File: src/rtl/core/cs_pkg.sv
// ---------------------------------------------------------------------------
// cs_pkg: shared types and constants for the complex sine pipeline
// rotation tables, fixed-point constants and the per-stage lane record
// ---------------------------------------------------------------------------
`default_nettype none

package cs_pkg;

	// rotation stage count, range 12 to 30
	localparam int STAGES = 24;
	// hyperbolic pass repeats shifts 4 and 13 for convergence
	localparam int HYP_N  = STAGES + 1 + ((STAGES >= 13) ? 1 : 0);
	localparam int PIPE_N = HYP_N;

	localparam int DATA_W = 32;
	localparam int W      = 34;

	typedef logic signed [W-1:0]      cs_word_t;
	typedef logic signed [DATA_W-1:0] cs_data_t;

	localparam logic [31:0] TWO_OVER_PI = 32'hA2F9836E;
	localparam logic [31:0] LOG2E_Q30   = 32'h5C551D95;
	localparam logic [63:0] PI_HALF_Q60 = 64'h1921FB54442D1847;
	localparam logic [63:0] LN2_Q60     = 64'h0B17217F7D1CF79B;
	localparam logic [31:0] CIRC_GAIN   = 32'h26DD3B6A;
	localparam logic [31:0] HYP_GAIN    = 32'd1296540104;
	localparam logic [31:0] Y_LIMIT     = 32'h40000000;

	localparam logic [31:0] ATAN_TAB [30] = '{
		32'h3243F6A8, 32'h1DAC6705, 32'h0FADBAFC, 32'h07F56EA6, 32'h03FEAB76,
		32'h01FFD55B, 32'h00FFFAAA, 32'h007FFF55, 32'h003FFFEA, 32'h001FFFFD,
		32'h000FFFFF, 32'h0007FFFF, 32'h0003FFFF, 32'h0001FFFF, 32'h0000FFFF,
		32'h00007FFF, 32'h00003FFF, 32'h00001FFF, 32'h00000FFF, 32'h000007FF,
		32'h000003FF, 32'h000001FF, 32'h000000FF, 32'h0000007F, 32'h0000003F,
		32'h0000001F, 32'h0000000F, 32'h00000008, 32'h00000004, 32'h00000002
	};

	// atanh(2^-i) for i = 1..30, entry i-1
	localparam logic [31:0] ATANH_TAB [30] = '{
		32'd589812981, 32'd274247418, 32'd134923406, 32'd67196450, 32'd33565361,
		32'd16778581, 32'd8388778, 32'd4194325, 32'd2097154, 32'd1048576,
		32'd524288, 32'd262144, 32'd131072, 32'd65536, 32'd32768,
		32'd16384, 32'd8192, 32'd4096, 32'd2048, 32'd1024,
		32'd512, 32'd256, 32'd128, 32'd64, 32'd32,
		32'd16, 32'd8, 32'd4, 32'd2, 32'd1
	};

	// shift used by hyperbolic stage j: 1,2,3,4,4,5,..,13,13,14,..
	function automatic int hyp_shift(input int j);
		int i;
		i = j + 1;
		if (j >= 4) i = i - 1;
		if (j >= 14) i = i - 1;
		return i;
	endfunction

	typedef struct packed {
		logic             valid;
		cs_word_t         cc;
		cs_word_t         cs;
		cs_word_t         ca;
		cs_word_t         hc;
		cs_word_t         hs;
		cs_word_t         ha;
		logic [1:0]       quad;
		logic signed [3:0] k;
		logic             clamp;
	} cs_lane_t;

endpackage

`default_nettype wire

File: src/rtl/core/cs_reduce.sv
// ---------------------------------------------------------------------------
// cs_reduce: argument reduction
// x to quadrant and remainder mod pi/2, clamped y to power of two and remainder
// ---------------------------------------------------------------------------
`default_nettype none

module cs_reduce
	import cs_pkg::*;
(
	input  wire logic     clk,
	input  wire logic     arst_n,
	input  wire logic     en,
	input  wire logic     in_valid,
	input  wire cs_data_t real_in,
	input  wire cs_data_t imag_in,
	output cs_lane_t      lane
);

	logic                v_s1, v_s2;
	cs_data_t            x_s1, x_s2;
	cs_data_t            y_s1, y_s2;
	logic                clamp_s1, clamp_s2;
	logic signed [64:0]  px_s1;
	logic signed [63:0]  py_s1;
	logic signed [3:0]   n_s2, k_s2;
	cs_lane_t            lane_s3;

	cs_data_t            y_cl;
	logic                y_hi, y_lo;
	logic signed [64:0]  px_rnd;
	logic signed [63:0]  py_rnd;
	logic signed [65:0]  x_ext, y_ext, n_off, k_off, r_full, t_full;

	always_comb begin
		y_hi = imag_in > $signed(Y_LIMIT);
		y_lo = imag_in < -$signed(Y_LIMIT);
		y_cl = y_hi ? $signed(Y_LIMIT) : (y_lo ? -$signed(Y_LIMIT) : imag_in);
	end

	always_ff @(posedge clk or negedge arst_n) begin
		if (!arst_n) begin
			v_s1 <= 1'b0;
		end else if (en) begin
			v_s1     <= in_valid;
			x_s1     <= real_in;
			y_s1     <= y_cl;
			clamp_s1 <= y_hi | y_lo;
			px_s1    <= $signed(real_in) * $signed({1'b0, TWO_OVER_PI});
			py_s1    <= $signed(y_cl) * $signed({1'b0, LOG2E_Q30});
		end
	end

	// nearest multiple of pi/2 and of ln2
	always_comb begin
		px_rnd = px_s1 + (65'sd1 <<< 59);
		py_rnd = py_s1 + (64'sd1 <<< 57);
	end

	always_ff @(posedge clk or negedge arst_n) begin
		if (!arst_n) begin
			v_s2 <= 1'b0;
		end else if (en) begin
			v_s2     <= v_s1;
			x_s2     <= x_s1;
			y_s2     <= y_s1;
			clamp_s2 <= clamp_s1;
			n_s2     <= px_rnd[63:60];
			k_s2     <= py_rnd[61:58];
		end
	end

	always_comb begin
		x_ext  = $signed({{2{x_s2[31]}}, x_s2, 32'b0});
		y_ext  = $signed({{2{y_s2[31]}}, y_s2, 32'b0});
		n_off  = $signed(n_s2) * $signed({2'b0, PI_HALF_Q60});
		k_off  = $signed(k_s2) * $signed({2'b0, LN2_Q60});
		r_full = x_ext - n_off;
		t_full = y_ext - k_off;
	end

	always_ff @(posedge clk or negedge arst_n) begin
		if (!arst_n) begin
			lane_s3.valid <= 1'b0;
		end else if (en) begin
			lane_s3.valid <= v_s2;
			lane_s3.cc    <= W'(CIRC_GAIN);
			lane_s3.cs    <= '0;
			lane_s3.ca    <= r_full[W+29:30];
			lane_s3.hc    <= W'(HYP_GAIN);
			lane_s3.hs    <= '0;
			lane_s3.ha    <= t_full[W+29:30];
			lane_s3.quad  <= n_s2[1:0];
			lane_s3.k     <= k_s2;
			lane_s3.clamp <= clamp_s2;
		end
	end

	assign lane = lane_s3;

endmodule

`default_nettype wire

File: config.mk
export PLATFORM = sky130hd
export DESIGN_NAME = cs_reduce
export DESIGN_NICKNAME = d
export VERILOG_FILES = /design/src/rtl/core/cs_pkg.sv /design/src/rtl/core/cs_reduce.sv
export SDC_FILE = /design/constraint.sdc
export NUM_CORES = 2
export LEC_CHECK = 0
export BUFFER_PORTS_ARGS = -buffer_cell sky130_fd_sc_hd__clkbuf_2
export CORE_ASPECT_RATIO = 2
export CORE_MARGIN = 1.5
export CORE_UTILIZATION = 43
export DETAILED_ROUTE_END_ITERATION = 8
export PLACE_DENSITY = 0.65
export SLEW_MARGIN = 20
export SYNTH_ARGS = -nofsm -noshare
export SYNTH_HDL_FRONTEND = slang
export SYNTH_SLANG_ARGS = --single-unit
File: constraint.sdc
create_clock -name clk -period 15.35 [get_ports clk]
set_input_delay 3.07 -clock clk [delete_from_list [all_inputs] [get_ports clk]]
set_output_delay 3.07 -clock clk [all_outputs]
set_load 0.005 [all_outputs]
==> qor.yml <==
floorplanning:
  die_area_sq_um: 130000
  die-width_um: 256
  die_y_um: 508
  coreArea_sq_um: 127000
  initial_core_util_pct: 43.3
  boundaryPins: 280
  row_count: 185
final_layout:
  post-route-util_pct: 45.8
  area_delta_synth_final_pct: 5.72
  multi_input_area_sq_um: 40700
  diodes: 0
  nets: 7668
  regArea_sq_um: 6770
  drive_gt1_share_pct: 4.20
  final_area_sq_um: 58000
  n_fill_cell: 12300
critical_path:
  endpoint_kind: "register"
  arrival_ns: 12.12
  critPathLaunchType: "input port"
  path_class: "in -> reg"
  critPathMaxFanout: 31
  max_stage_delay_ns: 0.64
  cp_slowest_cell: "inv_1"
  cpMostUsedCell: "fa_1"
  critPathRequiredTime_ns: 15.67
placement:
  port_buffers: 143
  gp_congestion: 1.01
  dp_hpwl_um: 149000
  dpl-instance-area_sq_um: 57200
cts:
  htree_levels: 1
  cts_tree: "yes"
  hold_buffers: 0
  clkTransAtPathRegs_ns: 0.06
  clock-sinks: 226
  clock-root-buffer: "clkbuf_16"
  clock_latency_ns: 0.58
  numCtsBuffers: 26
  clk_path_buf_depth: 3
  ctsResizeCount: 0
  post-cts-setup-buffer-count: 0
drt:
  drc_errors: 0
  via_per_inst: 5.11
  wl_per_cell_um: 22.3
  top_layer: "met4"
  wl_met3_um: 4440
  ant_nets: 0
  met1_length_um: 47600
  met2_length_um: 92800
  drtIter0Drc: 1425
  drt-pass1-iter-count: 7
  drt-total-wl_um: 164000
  vias: 37700
grt:
  antenna_found_initial: 0
  grt-ovfl-total: 0
  grt_max_degree: 85
  grt_pass1_wl_um: 249000
  grt_usage_pct: 25.9
  grt_pass1_vias: 43000
sta:
  relSlewSlack_pct: 27.5
  finalHoldViolCount: 0
  max_freq_mhz: 84.8
  setup_viol: 0
  post-route-min-period_ns: 11.79
  tightest_slew_ns: 1.09
  setup-tns-final_ns: 0
  drv_slew: 0
  period_share_pct: 76.8
  finClkSkew_ns: 0.0220
  rsz0062_at_grt: "no"
yosys:
  yosys_warnings: 0
  synth_area_sq_um: 54900
  yosysSeqAreaShare_pct: 12.3
  synth_top_flop_cell: "edfxtp_1"
  synth_edf_count: 223
  synth-seq-cells: 226
  synthArstFlopShare_pct: 1.33
  syn_area_per_cell_sq_um: 9.93
  synthCells: 5532
  ys_types: 77
job:
  maxCapViolCount: 0
outcome:
  status: "completed"
min_path:
  hold_class: "reg -> reg"
==> cell families (layout without fill, tap and decap cells) <==
family	count (synthesis)	count (layout)	synth area share (%)
buf+inv	1993	2012	14.6
fa+ha+maj	1934	1934	57.8
compound gates	684	684	7.93
simple gates	532	532	4.75
flops	226	226	12.3
xor+xnor	146	146	2.33
mux	15	15	0.287
other cells	2	138	0.0137
==> critical path, delay by kind of cell <==
family	cells	cell delay [ns]
adders and majority gates	9	4.10
and+or+nand+nor	4	1.16
AOI/OAI and AO/OA	8	2.38
xor gates and xnor gates	1	0.10
buffers and inverters	7	1.28
==> metal layers <==
metal	GRT usage (%)	up-vias
li1	-	17200
met3	2.10	547
met4	25.0	0
met2	52.2	1042
met5	0	-
met1	21.5	18900
==> cell usage in the layout, fill, tap and decap left out, types with 11 or more instances in the layout <==
| master | n |
|---|---|
| a21o_1 | 109 |
| edfxtp_1 | 223 |
| o21ai_0 | 114 |
| nor3_1 | 30 |
| fa_1 | 1006 |
| a211oi_1 | 21 |
| and3_1 | 23 |
| o211ai_1 | 23 |
| nand2b_1 | 22 |
| a221oi_1 | 11 |
| ha_1 | 924 |
| o21bai_1 | 28 |
| inv_1 | 1803 |
| nor2b_1 | 24 |
| or2_2 | 11 |
| nand4_1 | 56 |
| nand2_1 | 156 |
| xor2_1 | 47 |
| clkbuf_16 | 27 |
| nor2_1 | 109 |
| o31ai_1 | 11 |
| nand3_1 | 54 |
| o21a_1 | 27 |
| conb_1 | 138 |
| o21ai_1 | 14 |
| xnor2_1 | 99 |
| a31oi_1 | 21 |
| nor4_1 | 13 |
| clkbuf_2 | 142 |
| buf_4 | 20 |
| a21oi_1 | 228 |
==> registers in the layout (all words and copies together), names as in the netlist <==
name	count
px_s1	5
n_s2	4
v_s2	1
y_s2	32
clamp_s1	1
lane	76
y_s1	32
x_s1	32
clamp_s2	1
v_s1	1
k_s2	4
py_s1	5
x_s2	32
==> cells in the mapped netlist (23+ instances only) <==
cell	n	area [sq um]
a21o_1	109	818
a21oi_1	229	1150
and3_1	23	144
buf_4	136	1020
clkbuf_1	47	176
edfxtp_1	223	6700
fa_1	1006	20100
ha_1	924	11600
inv_1	1804	6770
nand2_1	156	586
nand3_1	54	270
nand4_1	56	350
nor2_1	109	409
nor2b_1	24	150
nor3_1	30	150
o211ai_1	23	173
o21a_1	27	203
o21ai_0	114	571
o21bai_1	28	210
xnor2_1	99	867
xor2_1	47	412
==> final cells by class <==
class | count | share of cell area (%)
Multi-Input combinational cell | 3449 | 70.1
Inverter | 1805 | 11.7
Sequential cell | 226 | 11.7
Tap cell | 1683 | 3.63
Timing Repair Buffer | 162 | 1.48
Clock buffer | 30 | 1.18
Clock inverter | 15 | 0.310
==> path summary, 6_finish.rpt <==
check / from / slack (ns) / end / cells past startpoint
max: imag_in[31] / 3.56 / py_s1[57]$_DFFE_PP_ / 29
min: y_s1[7]$_DFFE_PP_ / 0.42 / y_s2[7]$_DFFE_PP_ / 0
max reg2reg: k_s2[2]$_DFFE_PP_ / 9.52 / lane[29]$_DFFE_PP_ / 16
min reg2reg: y_s1[7]$_DFFE_PP_ / 0.42 / y_s2[7]$_DFFE_PP_ / 0
max in group asynchronous: arst_n / 12.93 / v_s1$_DFFE_PN0P_ / 1
min in group asynchronous: arst_n / 2.29 / v_s2$_DFFE_PN0P_ / 1
==> stage by stage <==
step | cells | hold slack, ns | worst slack [ns]
finish | 7370 | 0.415 | 3.56
detailed placement | 7325 | 0.405 | 3.00
global route | 7370 | 0.427 | 3.18
CTS | 7370 | 0.415 | 3.61
global placement | 7325 | 0.401 | 3.06
floorplan | 5668 | 0.400 | 4.81
Power is not shown: default switching activity piles up to over one toggle a cycle in this logic, so the estimate is an artifact.
